### config.mk
export PLATFORM = sky130hd
export DESIGN_NAME = infix_to_postfix_converter
export DESIGN_NICKNAME = d
export VERILOG_FILES = /design/src/itp_pkg.sv /design/src/itp_stack.sv /design/src/itp_ctrl.sv /design/src/infix_to_postfix_converter.sv
export SDC_FILE = /design/constraint.sdc
export NUM_CORES = 1
export LEC_CHECK = 0
export ABC_AREA = 1
export BUFFER_PORTS_ARGS = -buffer_cell sky130_fd_sc_hd__buf_2
export CAP_MARGIN = 20
export CORE_MARGIN = 2
export CORE_UTILIZATION = 56
export CTS_CLUSTER_DIAMETER = 120
export DETAILED_ROUTE_END_ITERATION = 12
export HOLD_SLACK_MARGIN = 0.06
export PLACE_DENSITY = 0.84
export SLEW_MARGIN = 20
export SYNTH_ARGS = -nofsm -noshare
export SYNTH_HDL_FRONTEND = slang
export SYNTH_HIERARCHICAL = 1
export SYNTH_SLANG_ARGS = --single-unit
export TNS_END_PERCENT = 1
### constraint.sdc
create_clock -name clock -period 3.43 [get_ports clock]
set_input_delay 0.686 -clock clock [delete_from_list [all_inputs] [get_ports clock]]
set_output_delay 0.686 -clock clock [all_outputs]
set_load 0.01 [all_outputs]
### src/itp_pkg.sv
// Shared types, character codes and operator helpers for the infix to postfix converter.
package itp_pkg;

   // Sequencer states.
   typedef enum logic [2:0] {
      ST_IDLE,
      ST_SPACE,
      ST_DECIDE,
      ST_POP_OP,
      ST_POP_SP,
      ST_MARK
   } state_type;

   // Operator codes held on the stack.
   typedef logic [2:0] op_code_type;

   localparam op_code_type OP_ADD  = 3'd0;
   localparam op_code_type OP_SUB  = 3'd1;
   localparam op_code_type OP_MUL  = 3'd2;
   localparam op_code_type OP_DIV  = 3'd3;
   localparam op_code_type OP_POW  = 3'd4;
   localparam op_code_type OP_LPAR = 3'd5;

   // Operator ranks.
   typedef logic [1:0] rank_type;

   localparam rank_type RANK_ADD = 2'd0;
   localparam rank_type RANK_MUL = 2'd1;
   localparam rank_type RANK_POW = 2'd2;

   // ASCII codes.
   localparam logic [7:0] CH_ZERO  = 8'h30;
   localparam logic [7:0] CH_NINE  = 8'h39;
   localparam logic [7:0] CH_DOT   = 8'h2E;
   localparam logic [7:0] CH_PLUS  = 8'h2B;
   localparam logic [7:0] CH_MINUS = 8'h2D;
   localparam logic [7:0] CH_STAR  = 8'h2A;
   localparam logic [7:0] CH_SLASH = 8'h2F;
   localparam logic [7:0] CH_CARET = 8'h5E;
   localparam logic [7:0] CH_LPAR  = 8'h28;
   localparam logic [7:0] CH_RPAR  = 8'h29;
   localparam logic [7:0] CH_SPACE = 8'h20;
   localparam logic [7:0] CH_QUERY = 8'h3F;
   localparam logic [7:0] CH_NUL   = 8'h00;

   // Command from the sequencer to the operator stack.
   typedef struct packed {
      logic        push;
      logic        pop;
      logic        clear;
      op_code_type code;
   } stack_cmd_type;

   // Status of the operator stack.
   typedef struct packed {
      logic        empty;
      logic        full;
      op_code_type top;
   } stack_sts_type;

   // One result produced by the sequencer.
   typedef struct packed {
      logic       valid;
      logic [7:0] data;
      logic       byte_valid;
      logic       last;
      logic       error;
   } emit_type;

   // True for characters that belong to a number.
   function automatic logic is_num_char(input logic [7:0] ch);
      is_num_char = ((ch >= CH_ZERO) && (ch <= CH_NINE)) || (ch == CH_DOT);
   endfunction

   // Text of a stacked operator.
   function automatic logic [7:0] op_text(input op_code_type code);
      logic [7:0] txt;
      case (code)
         OP_ADD:  txt = CH_PLUS;
         OP_SUB:  txt = CH_MINUS;
         OP_MUL:  txt = CH_STAR;
         OP_DIV:  txt = CH_SLASH;
         OP_POW:  txt = CH_CARET;
         OP_LPAR: txt = CH_LPAR;
         default: txt = CH_QUERY;
      endcase
      op_text = txt;
   endfunction

   // Precedence rank of a stacked operator.
   function automatic rank_type op_rank(input op_code_type code);
      rank_type r;
      case (code)
         OP_ADD, OP_SUB: r = RANK_ADD;
         OP_MUL, OP_DIV: r = RANK_MUL;
         default:        r = RANK_POW;
      endcase
      op_rank = r;
   endfunction

endpackage

### src/itp_stack.sv
// Operator stack: a small memory with a fill count and a registered top entry.
module itp_stack #(
   parameter int unsigned STACK_DEPTH = 31
) (
   input  logic                  clock,
   input  logic                  reset,
   input  itp_pkg::stack_cmd_type cmd,
   output itp_pkg::stack_sts_type sts
);
   import itp_pkg::*;

   localparam int CW = $clog2(STACK_DEPTH + 1);
   localparam int AW = $clog2(STACK_DEPTH);

   op_code_type     mem [STACK_DEPTH];
   logic [CW-1:0]   count_ff;
   logic [CW-1:0]   count_in;
   op_code_type     top_ff;
   logic [CW-1:0]   rd_count;
   logic [CW-1:0]   rd_idx_wide;
   logic [AW-1:0]   rd_idx;
   logic [AW-1:0]   wr_idx;

   // Fill count update.
   always_comb begin
      count_in = count_ff;
      if (cmd.clear) begin
         count_in = '0;
      end else if (cmd.push) begin
         count_in = count_ff + CW'(1);
      end else if (cmd.pop) begin
         count_in = count_ff - CW'(1);
      end
   end

   always_ff @(posedge clock) begin
      if (reset) begin
         count_ff <= '0;
      end else begin
         count_ff <= count_in;
      end
   end

   // The read looks at the entry that is top after this cycle's pop.
   assign rd_count    = cmd.pop ? (count_ff - CW'(1)) : count_ff;
   assign rd_idx_wide = rd_count - CW'(1);
   assign rd_idx      = rd_idx_wide[AW-1:0];
   assign wr_idx      = count_ff[AW-1:0];

   // Memory write port and registered read port; a push bypasses into the top.
   always_ff @(posedge clock) begin
      if (cmd.push) begin
         mem[wr_idx] <= cmd.code;
         top_ff      <= cmd.code;
      end else if (rd_count != '0) begin
         top_ff <= mem[rd_idx];
      end
   end

   assign sts.empty = (count_ff == '0);
   assign sts.full  = (count_ff == CW'(STACK_DEPTH));
   assign sts.top   = top_ff;

`ifndef ASSERT_OFF
   a_no_push_full: assert property (@(posedge clock) disable iff (reset)
      cmd.push |-> !sts.full)
      else $error("push onto a full operator stack");

   a_no_pop_empty: assert property (@(posedge clock) disable iff (reset)
      cmd.pop |-> !sts.empty)
      else $error("pop from an empty operator stack");

   a_count_range: assert property (@(posedge clock) disable iff (reset)
      count_ff <= CW'(STACK_DEPTH))
      else $error("operator stack count out of range");

   a_push_top: assert property (@(posedge clock) disable iff (reset)
      cmd.push |=> (top_ff == $past(cmd.code)))
      else $error("pushed operator not on top");
`endif

endmodule

### src/itp_ctrl.sv
// Sequencer: decodes one character and steps through its pops, pushes and emitted bytes.
module itp_ctrl (
   input  logic                   clock,
   input  logic                   reset,
   input  logic                   req_tvalid,
   output logic                   req_tready,
   input  logic [7:0]             req_tdata,
   input  logic                   req_tuser,
   input  logic                   out_free,
   output itp_pkg::emit_type      emit,
   output itp_pkg::stack_cmd_type stk_cmd,
   input  itp_pkg::stack_sts_type stk_sts
);
   import itp_pkg::*;

   state_type   state_ff;
   state_type   state_in;
   logic [7:0]  chr_ff;
   logic [7:0]  chr_in;
   logic        act_ff;
   logic        act_in;
   logic        in_num_ff;
   logic        in_num_in;
   logic        err_ff;
   logic        err_in;

   logic        is_num;
   logic        is_addsub;
   logic        is_muldiv;
   logic        is_pow;
   logic        is_lpar;
   logic        is_rpar;
   logic        pop_cand;
   logic        more_pop;
   op_code_type push_code;
   logic        push_req;

   // Character decode of the held item.
   always_comb begin
      is_num    = is_num_char(chr_ff);
      is_addsub = chr_ff inside {CH_PLUS, CH_MINUS};
      is_muldiv = chr_ff inside {CH_STAR, CH_SLASH};
      is_pow    = (chr_ff == CH_CARET);
      is_lpar   = (chr_ff == CH_LPAR);
      is_rpar   = (chr_ff == CH_RPAR);
   end

   // Rank compare against the stack top decides whether another pop follows.
   always_comb begin
      pop_cand = !stk_sts.empty && (stk_sts.top != OP_LPAR);
      if (act_ff) begin
         more_pop = !stk_sts.empty;
      end else if (is_addsub || is_rpar) begin
         more_pop = pop_cand;
      end else if (is_muldiv) begin
         more_pop = pop_cand && (op_rank(stk_sts.top) >= RANK_MUL);
      end else begin
         more_pop = 1'b0;
      end
   end

   // Code pushed by the held character.
   always_comb begin
      push_req = is_addsub || is_muldiv || is_pow || is_lpar;
      if (chr_ff == CH_PLUS) begin
         push_code = OP_ADD;
      end else if (chr_ff == CH_MINUS) begin
         push_code = OP_SUB;
      end else if (chr_ff == CH_STAR) begin
         push_code = OP_MUL;
      end else if (chr_ff == CH_SLASH) begin
         push_code = OP_DIV;
      end else if (is_pow) begin
         push_code = OP_POW;
      end else begin
         push_code = OP_LPAR;
      end
   end

   // Next state, emitted results and stack commands.
   always_comb begin
      state_in     = state_ff;
      chr_in       = chr_ff;
      act_in       = act_ff;
      in_num_in    = in_num_ff;
      err_in       = err_ff;
      req_tready   = 1'b0;
      emit         = '0;
      stk_cmd      = '0;
      stk_cmd.code = push_code;
      case (state_ff)
         ST_IDLE: begin
            req_tready = 1'b1;
            if (req_tvalid) begin
               chr_in = req_tdata;
               act_in = req_tuser;
               if (in_num_ff && (req_tuser || !is_num_char(req_tdata))) begin
                  state_in = ST_SPACE;
               end else begin
                  state_in = ST_DECIDE;
               end
            end
         end
         ST_SPACE: begin
            if (out_free) begin
               emit.valid      = 1'b1;
               emit.data       = CH_SPACE;
               emit.byte_valid = 1'b1;
               emit.last       = !act_ff && !more_pop;
               in_num_in       = 1'b0;
               state_in        = ST_DECIDE;
            end
         end
         ST_DECIDE: begin
            if (act_ff) begin
               state_in = stk_sts.empty ? ST_MARK : ST_POP_OP;
            end else if (is_num) begin
               if (out_free) begin
                  emit.valid      = 1'b1;
                  emit.data       = chr_ff;
                  emit.byte_valid = 1'b1;
                  emit.last       = 1'b1;
                  in_num_in       = 1'b1;
                  state_in        = ST_IDLE;
               end
            end else if (more_pop) begin
               state_in = ST_POP_OP;
            end else begin
               // Push the operator, or discard the matching parenthesis.
               if (push_req) begin
                  if (stk_sts.full) begin
                     err_in = 1'b1;
                  end else begin
                     stk_cmd.push = 1'b1;
                  end
               end else if (is_rpar) begin
                  if (stk_sts.empty) begin
                     err_in = 1'b1;
                  end else begin
                     stk_cmd.pop = 1'b1;
                  end
               end
               state_in = ST_IDLE;
            end
         end
         ST_POP_OP: begin
            if (out_free) begin
               emit.valid      = 1'b1;
               emit.data       = op_text(stk_sts.top);
               emit.byte_valid = 1'b1;
               stk_cmd.pop     = 1'b1;
               state_in        = ST_POP_SP;
            end
         end
         ST_POP_SP: begin
            if (out_free) begin
               emit.valid      = 1'b1;
               emit.data       = CH_SPACE;
               emit.byte_valid = 1'b1;
               emit.last       = !act_ff && !more_pop;
               state_in        = ST_DECIDE;
            end
         end
         ST_MARK: begin
            if (out_free) begin
               emit.valid    = 1'b1;
               emit.data     = CH_NUL;
               emit.last     = 1'b1;
               emit.error    = err_ff;
               err_in        = 1'b0;
               stk_cmd.clear = 1'b1;
               state_in      = ST_IDLE;
            end
         end
         default: begin
            state_in = ST_IDLE;
         end
      endcase
   end

   // Control registers.
   always_ff @(posedge clock) begin
      if (reset) begin
         state_ff  <= ST_IDLE;
         in_num_ff <= 1'b0;
         err_ff    <= 1'b0;
      end else begin
         state_ff  <= state_in;
         in_num_ff <= in_num_in;
         err_ff    <= err_in;
      end
   end

   // Held item.
   always_ff @(posedge clock) begin
      chr_ff <= chr_in;
      act_ff <= act_in;
   end

endmodule

### src/infix_to_postfix_converter.sv
// Top level of the infix to postfix converter: sequencer, operator stack and result register.
//
//   Channel | Direction | tdata          | tuser                   | tlast
//   req_    | in        | [7:0] char_in  | [0] action              | -
//   rsp_    | out       | [7:0] out_byte | [0] byte_valid, [1] error | last of item
//
// A digit or '.' passes through the idle and decide steps; so does an ignored character
// or a push, with a space step first when it ends a number. Each popped operator adds
// the decide step and one step for each of its two bytes, paced by the stack's
// registered read port. An end item adds a step for its marker.
// Reset is synchronous and active high; the stack memory needs no clearing.
// A stalled result holds the sequencer in place until the transfer completes.
module infix_to_postfix_converter #(
   parameter int unsigned STACK_DEPTH = 31
) (
   input  logic       clock,
   input  logic       reset,
   input  logic       req_tvalid,
   output logic       req_tready,
   input  logic [7:0] req_tdata,   // [7:0] char_in
   input  logic       req_tuser,   // [0] action
   output logic       rsp_tvalid,
   input  logic       rsp_tready,
   output logic [7:0] rsp_tdata,   // [7:0] out_byte
   output logic [1:0] rsp_tuser,   // [0] byte_valid, [1] error
   output logic       rsp_tlast
);
   import itp_pkg::*;

   emit_type      emit;
   stack_cmd_type stk_cmd;
   stack_sts_type stk_sts;
   logic          out_free;
   logic          rsp_valid_ff;
   logic [7:0]    rsp_data_ff;
   logic [1:0]    rsp_user_ff;
   logic          rsp_last_ff;

   assign out_free = !rsp_valid_ff || rsp_tready;

   itp_ctrl u_ctrl (
      .clock      (clock),
      .reset      (reset),
      .req_tvalid (req_tvalid),
      .req_tready (req_tready),
      .req_tdata  (req_tdata),
      .req_tuser  (req_tuser),
      .out_free   (out_free),
      .emit       (emit),
      .stk_cmd    (stk_cmd),
      .stk_sts    (stk_sts)
   );

   itp_stack #(
      .STACK_DEPTH (STACK_DEPTH)
   ) u_stack (
      .clock (clock),
      .reset (reset),
      .cmd   (stk_cmd),
      .sts   (stk_sts)
   );

   // Result register; loads whenever it is empty or its transfer completes.
   always_ff @(posedge clock) begin
      if (reset) begin
         rsp_valid_ff <= 1'b0;
      end else if (out_free) begin
         rsp_valid_ff <= emit.valid;
      end
   end

   always_ff @(posedge clock) begin
      if (out_free && emit.valid) begin
         rsp_data_ff <= emit.data;
         rsp_user_ff <= {emit.error, emit.byte_valid};
         rsp_last_ff <= emit.last;
      end
   end

   assign rsp_tvalid = rsp_valid_ff;
   assign rsp_tdata  = rsp_data_ff;
   assign rsp_tuser  = rsp_user_ff;
   assign rsp_tlast  = rsp_last_ff;

endmodule

After elaboration in Yosys (flattened, before gate mapping)
Memories as Yosys holds them, arrays and structs flattened.
Cells that the tools add are included.
W data, S select, Z words.

word-level totals
  memories = 1
  memory bits (read-only) = 0
  input bits = 13
  bits in registers = 34
  bits in writable memories = 93
  bits in latches = 0
  logic and storage cells = 158

operators by class
  bitwise gates (word level) = 0
  muxes and demuxes = 65
  $add $sub $neg = 3
  divide/modulo/power cells = 0
  reduce and logical (&&, ||, !) cells = 38
  order comparisons = 5
  equal/unequal tests = 34
  $mul = 0
  shift operators = 0

memories
  name         words  width  read ports  clocked after Yosys merged registers in  write ports  RTL line         RTL
  u_stack.mem  31     3      1           0                                        1            itp_stack.sv:15  op_code_type mem [STACK_DEPTH];

operator list
  cell                   count
  $eq A8 B6 Y1 const B   8
  $mux W11               4
  $pmux W7 S6            1
  $mux W3                13
  $pmux W9 S4            1
  $mux W1                26
  $mux W2                9
  $ge A8 B6 Y1 const B   2
  $le A8 B6 Y1 const B   2
  $ne A2 B2 Y1 const B   8
  $pmux W3 S5            1
  $eq A3 B2 Y1 const B   4
  $eq A3 B3 Y1 const B   4
  $mux W10               1
  $mux W5                2
  $reduce_bool A2 Y1     5
  $sub A5 B1 Y5 const B  2
  $mux W9                1
  $eq A8 B7 Y1 const B   1
  $logic_or A1 B1 Y1     8
  $reduce_and A8 Y1      1
  $reduce_or A2 Y1       4
  $logic_and A1 B1 Y1    7
  $eq A3 B1 Y1 const B   2
  16 further kinds       28

Logic depth before layout (Yosys ltp)
Gate-level depths: netlist of the first run.
An unclocked memory read counts as a cell.

  depth after elaboration = 20
  depth in mapped cells = 27
  mapped depth without buffers = 24

By module
The synthesis of the first run kept the hierarchy.

by module, submodules not included
  module                      instances  area each (um^2)  sequential area each (um^2)  cells each
  itp_stack                   1          4870.9            2982.9                       526
  itp_ctrl                    1          1224.9            370.4                        192
  infix_to_postfix_converter  1          377.9             350.3                        17

Worst setup path before layout of the first run
No wires, ideal clock.

  path kind = flip-flop to flip-flop
  start point = register u_stack.count_ff[3]
  end point = register u_stack.top_ff[0], data pin
  arrival time = 3.249 ns
  stages on the path, launching flop included = 28
  library setup time = 0.255 ns
  slack = -0.073 ns
  required time = 3.175 ns
  cell sequence = dfxtp_1 buf_2 nor2_1 nand2_1 nor2_1 inv_1 nand2_1 nor2_1 nand2_2 nand2_2 a21oi_2 nand3_1 nand2_1 clkbuf_2 inv_2 nand2_1 nand2_2 buf_4 ha_1 clkbuf_1 inv_1 buf_1 nand3_1 nand3_1 nand3_1 nand3_1 nand3_1 nand2_1

RTL lines
  item                    RTL line         RTL
  start, declared         itp_stack.sv:16  logic [CW-1:0] count_ff;
  start signal, assigned  itp_stack.sv:40  count_ff <= count_in;
  end signal, assigned    itp_stack.sv:54  top_ff <= cmd.code;
  end signal, assigned    itp_stack.sv:56  top_ff <= mem[rd_idx];
  end, declared           itp_stack.sv:18  op_code_type top_ff;

==> results.yml, run 1 <==
yosys:
  synth-edff-count: 116
  async_flop_share_pct: 0
  synth_top_flop_cell: "edfxtp_1"
  synthesis.nets: 755
  synth_top_area_share_pct: 53.8
  syn_avg_cell_area_sq_um: 8.81
  yosysTopAreaCell: "edfxtp_1"
  synth_seq_area_share_pct: 57.2
  postSynthCellCount: 735
  syn_area_sq_mm: 0.00647
  netlist_top_cells_area: "edfxtp_1 54%, nand3_1 10%, nand2_1 9.3%"
  ys_warn_count: 6
  ys_seq_elements: 127
  ys_types: 37
worst_setup_path:
  crit_chain: "nor2_1, nand2_1, nor2_4, inv_1, nand2_2, nor2_1, nand2_2, nand2_2, a21oi_2, nand3_2, nand2_4, inv_2, nand2_1, nand2_2, nor2_1, nand2_1, nand2_1, nand2_2, nand3_1, nand3_1, nand3_1, nand2_1"
  path_class: "reg -> reg"
  worstPathArrival_ns: 3.53
  crit_path_start_kind: "flop"
  required_ns: 3.60
  critPathCaptureType: "flop"
  r2r_slack_ns: 0.07
  cp_max_fo: 16
  crit_slowest_cell: "dfxtp_1"
  slowest_delay_ns: 0.32
clocking:
  cts_buffers: 17
  cts_tree: "built"
  cts_sinks: 127
  cts_root_buf: "clkbuf_16"
  clk_path_buf_depth: 2
  cts_hold_buf: 0
  clkLatencyLatePin_ns: 0.42
  path_clk_slew_ns: 0.05
  h-tree-depth: 4
placement:
  place_hpwl_mm: 10.2
  dpl_cell_area_sq_mm: 0.00680
  gp_congestion: 0.939
  dp.cells: 900
  io_buffers: 25
floorplanning:
  die_x_um: 112
  num_rows: 39
  start_util_pct: 56.9
  die_h_um: 112
  die_area_sq_mm: 0.0124
  io_pins: 26
  design.core.area_sq_mm: 0.0114
cells_and_area:
  n_antenna_cell: 0
  layout.cells.non_filler: 937
  final-seq-area_sq_mm: 0.00370
  fin_nets: 801
  multi_input_area_sq_mm: 0.00220
  nFillCells: 838
  fin_area_sq_mm: 0.00750
  syn2layout_area_growth_pct: 15.8
  drive_gt1_share_pct: 15.9
route:
  vias: 5340
  routedWlPerCell_um: 16.8
  drc_errors: 0
  ant_nets: 0
  drt-total-wl_mm: 15.7
  first_pass_iters: 7
  drtIter0Drc: 707
  avgViaCountPerCell: 5.70
sta:
  final_max_slew_viol_count: 0
  slew_headroom_pct: 56.5
  final.setup_skew_ns: 0.00520
  worst_slew_pin_slew_ns: 0.650
  report.final.setup_viol: 0
  hold_viol_final: 0
  period_minus_slack_ns: 3.36
  fmax_mhz: 298
  hold_ws_ns: 0.453
  min_period_over_period_pct: 98.0
pwr:
  power_density_mw_per_mm2: 543
  leakage_nw: 3.31
  ir_worst_vdd_uv: 297
global_routing:
  grt_pass1_vias: 5197
  grt_max_degree: 45
  grt_pass1_wl_mm: 24.5
  globalRouteTotalUtil_pct: 25.5
  gr-total-overflow: 0
  antenna_found_initial: 0
status:
  status: "finished, final reports clean"
flow_run:
  cap_violations: 0
hold_path:
  holdCritPathClass: "in -> reg"
cells in the mapped netlist, types with 5 or more instances:
cell	number
nor2_1	76
a21oi_1	10
edfxtp_1	116
inv_2	9
dfxtp_1	11
nand2_2	16
nor2_2	5
o21ai_1	6
buf_2	7
inv_1	123
nand3_1	132
clkbuf_1	5
buf_4	8
o21ai_0	11
ha_1	7
nand2_1	161
repair_timing:
item / 4_1_cts / 5_1_grt
setup buffers: 3 / 1
gates resized for setup: 4 / 12
gates cloned: 1 / 0
pin swaps: 0 / 3
endpoints found under the setup margin: 3 / 3
routing by layer:
metal	vias to the layer above	track usage (%)	wire length, um
met3	53	6.86	1660
met2	348	42.4	7690
met4	0	11.9	486
met5	-	0	0
li1	2485	-	-
met1	2454	31.1	5880
per-stage QoR:
stage / setup TNS [ns] / util (%) / setup WS [ns] / power [W]
floorplan: 0 / - / 0.0495 / 0.00210
global placement: 0 / 59.8 / 0.180 / 0.00220
detailed placement: -0.0835 / 59.8 / -0.0359 / 0.00222
CTS: 0 / 65.5 / 0.0188 / 0.00406
global route: -0.0865 / 66.0 / -0.0402 / 0.00420
finish: 0 / 66.0 / 0.0701 / 0.00407
critical path, delay by kind of cell, from the launching register on:
kind            cells  cell delay [ns]
compound gates      1             0.20
simple gates       19             2.43
flops               1             0.32
buf+inv             2             0.14
state kept, by name, indices dropped and copies added, names as in the netlist, 2 cells and up:
register	flops
u_ctrl/state_ff	3
u_stack/top_ff	3
rsp_tdata	8
u_stack/count_ff	5
u_ctrl/chr_ff	8
u_stack/mem	93
rsp_tuser	2
worst paths after layout:
path	from	end	cells after the start
max	u_stack/count_ff[3]	u_stack/top_ff[2]	22
max reg2reg	u_stack/count_ff[3]	u_stack/top_ff[2]	22
min	req_tuser	u_ctrl/act_ff	1
min reg2reg	u_ctrl/err_ff	u_ctrl/err_ff	2
report_power, final:
part           switching (W)  leakage, nW  internal (W)
sequential         0.0000331         1.22       0.00173
combinational       0.000322         1.80      0.000152
clock               0.000634        0.291       0.00120
total               0.000988         3.31       0.00308
layout make-up:
type | count | area share (%)
multi-input combinational | 453 | 29.3
sequential | 127 | 49.4
timing repair buffer | 48 | 4.07
inverter | 133 | 6.71
clock inverter | 13 | 2.27
tap | 143 | 2.39
clock buffer | 19 | 5.77
timing repair inverter | 1 | 0.100
logic make-up after synthesis:
group	share of synthesized area, %
buffers and inverters	9.61
adder cells (fa/ha/maj)	1.35
AO/OA/AOI/OAI	3.56
XOR/XNOR	0.135
AND/OR/NAND/NOR	28.1
other	0.0579
flip-flops	57.2
placed cells by master (no fill, tap or decap), types with 4 or more instances in the layout:
master and count:
o21ai_0 10, nand3b_1 4, dfxtp_1 11, ha_1 6, inv_2 9, nand2_1 157, nand2_2 18, o21ai_1 6
nand3_1 131, a21oi_1 10, bufinv_16 4, clkbuf_16 17, buf_2 25, nor2_1 75, nor2_2 5, clkinv_1 5
buf_4 21, inv_1 122, edfxtp_1 116
(Power assumes the default switching activity.)
==> run 2, diff against run 1 <==
GPL_TIMING_DRIVEN = 0   (was unset)
==> run 2 against run 1 <==
  * Via count up 5.0%
  * Wire length grew 6.4%
  * Sequential power hardly changed
  * Clock-buffer cell count decreased by 1
  * Clock power about the same
  * Sequential share of layout area shrank 2.0 points
==> results.yml, run 2 (synthesis results as in run 1) <==
global_routing:
  globalRouteTotalUtil_pct: 25.6
  busiest_layer: "met2"
  met1_usage_pct: 31.1
  grt_pass1_wl_mm: 24.6
  grt_max_degree: 33
  met2_usage_pct: 44.0
  gr-total-overflow: 0
  antenna_found_initial: 0
  gr-usage-met3_pct: 6.04
  grt_pass1_vias: 5140
sta:
  fmax_mhz: 294
  fin_ws_ns: 0.0299
  report.final.setup_viol: 0
  final_max_slew_viol_count: 0
  final.setup_skew_ns: 0.0127
  min_period_over_period_pct: 99.1
  worst_slew_pin_slew_ns: 0.978
  rsz0062_at_grt: "yes"
  slew_headroom_pct: 34.8
  hold_viol_final: 0
  hold_ws_ns: 0.459
  period_minus_slack_ns: 3.40
pwr:
  p_total_w: 0.00419
  p_int_w: 0.00313
  p_seq_share_pct: 42.0
  p_switching_w: 0.00105
  leakage_nw: 3.49
  pwr-share-comb_pct: 13.4
  ir_worst_vdd_uv: 344
  swShare_pct: 25.2
  power_density_mw_per_mm2: 535
  power.share.clock_pct: 44.6
placement:
  dp.cells: 903
  gp_congestion: 0.893
  pre_cts_ws_ns: -0.949
  place_hpwl_mm: 9.67
  dpl_cell_area_sq_mm: 0.00679
  io_buffers: 25
route:
  routedWlPerCell_um: 17.6
  vias: 5608
  avgViaCountPerCell: 5.91
  drc_errors: 0
  first_pass_iters: 8
  drt-total-wl_mm: 16.7
  ant_nets: 0
  drtIter0Drc: 793
cells_and_area:
  fin_nets: 813
  syn2layout_area_growth_pct: 21.0
  largest_reg_flops: 93
  n_antenna_cell: 0
  layout.cells.non_filler: 949
  nFillCells: 759
  layout_commonest_cell: "nand2_1"
  top_register: "u_stack/mem"
  drive_gt1_share_pct: 22.3
  fin_area_sq_mm: 0.00783
  final_cell_mix: "156 x nand2_1, 118 x inv_1, 116 x edfxtp_1"
worst_setup_path:
  required_ns: 3.58
  path_class: "reg -> reg"
  crit_slowest_cell: "dfxtp_1"
  cp_max_fo: 10
  worstPathArrival_ns: 3.55
  crit_top_cell: "nand3_1"
  slowest_delay_ns: 0.41
  crit_path_start_kind: "flop"
  critPathCaptureType: "flop"
clocking:
  clk_path_buf_depth: 2
  cts_buffers: 17
  cts_hold_buf: 0
  clkLatencyLatePin_ns: 0.41
  path_clk_slew_ns: 0.06
  cts_sinks: 127
  cts_tree: "built"
  cts_root_buf: "clkbuf_16"
  h-tree-depth: 4
hold_path:
  holdCritPathClass: "in -> reg"
floorplanning:
  num_rows: 39
  die_h_um: 112
  start_util_pct: 56.9
  die_x_um: 112
  die_area_sq_mm: 0.0124
  design.core.area_sq_mm: 0.0114
  io_pins: 26
status:
  status: "finished, final reports clean"
flow_run:
  cap_violations: 0
## run 2: cell types whose count changed in the layout (fill, tap and decap cells not counted), sizes merged
cell	change
inv	+3
clkinv	-1
clkbuf	+3
buf	+8
nand2	+1
clkinvlp	-2
## run 2: power groups by stage
stage	combinational, W	clock [W]	sequential [W]
6_report	0.000561	0.00187	0.00176
5_1_grt	0.000599	0.00196	0.00176
4_1_cts	0.000461	0.00188	0.00176
3_5_place_dp	0.000436	0	0.00179
3_3_place_gp	0.000427	0	0.00179
2_1_floorplan	0.000311	0	0.00179
## run 2: path summary, 6_finish.rpt
path                            start                end  slack (ns)  depth (start not counted)
setup reg to reg  u_stack/count_ff[4]  u_stack/top_ff[1]        0.03                         25
setup / recovery  u_stack/count_ff[4]  u_stack/top_ff[1]        0.03                         25
hold reg to reg         u_ctrl/err_ff      u_ctrl/err_ff        0.47                          2
hold / removal              req_tuser      u_ctrl/act_ff        0.46                          1
## run 2: timing repair
item,in CTS,in global routing
resized for setup,30,52
hold endpoints to repair,0,0
cloned,1,1
setup buffers,4,10
pin swaps,5,10
setup endpoints to repair,6,3
## run 2: critical path: cells and delay by family, from the launching register on
kind                     cells  cell delay (ns)
AND/OR/NAND/NOR             17             1.64
buffers and inverters        6             0.58
flip-flops                   1             0.41
adder cells (fa/ha/maj)      1             0.33
AO/OA/AOI/OAI                1             0.16
## run 2: layout make-up
class / instances / area (sq um) / area share [%]
buffer: 20 / 165 / 2.11
sequential: 127 / 3710 / 47.4
clock buffer: 18 / 429 / 5.48
timing repair buffer: 40 / 255 / 3.26
clock inverter: 14 / 189 / 2.41
tap: 143 / 179 / 2.28
inverter: 133 / 504 / 6.44
multi-input combinational: 454 / 2400 / 30.6
## run 2: routing by layer
layer	routed length, um	up-vias
met3	1780	87
met4	692	0
met1	6090	2575
met2	8160	433
li1	-	2513
met5	0	-
## run 2: metrics by stage
step	setup TNS (ns)	util (%)
floorplan	0	-
global placement	-2.90	59.6
detailed placement	-2.93	59.7
CTS	0	66.3
global route	-0.160	68.9
finish	0	68.9
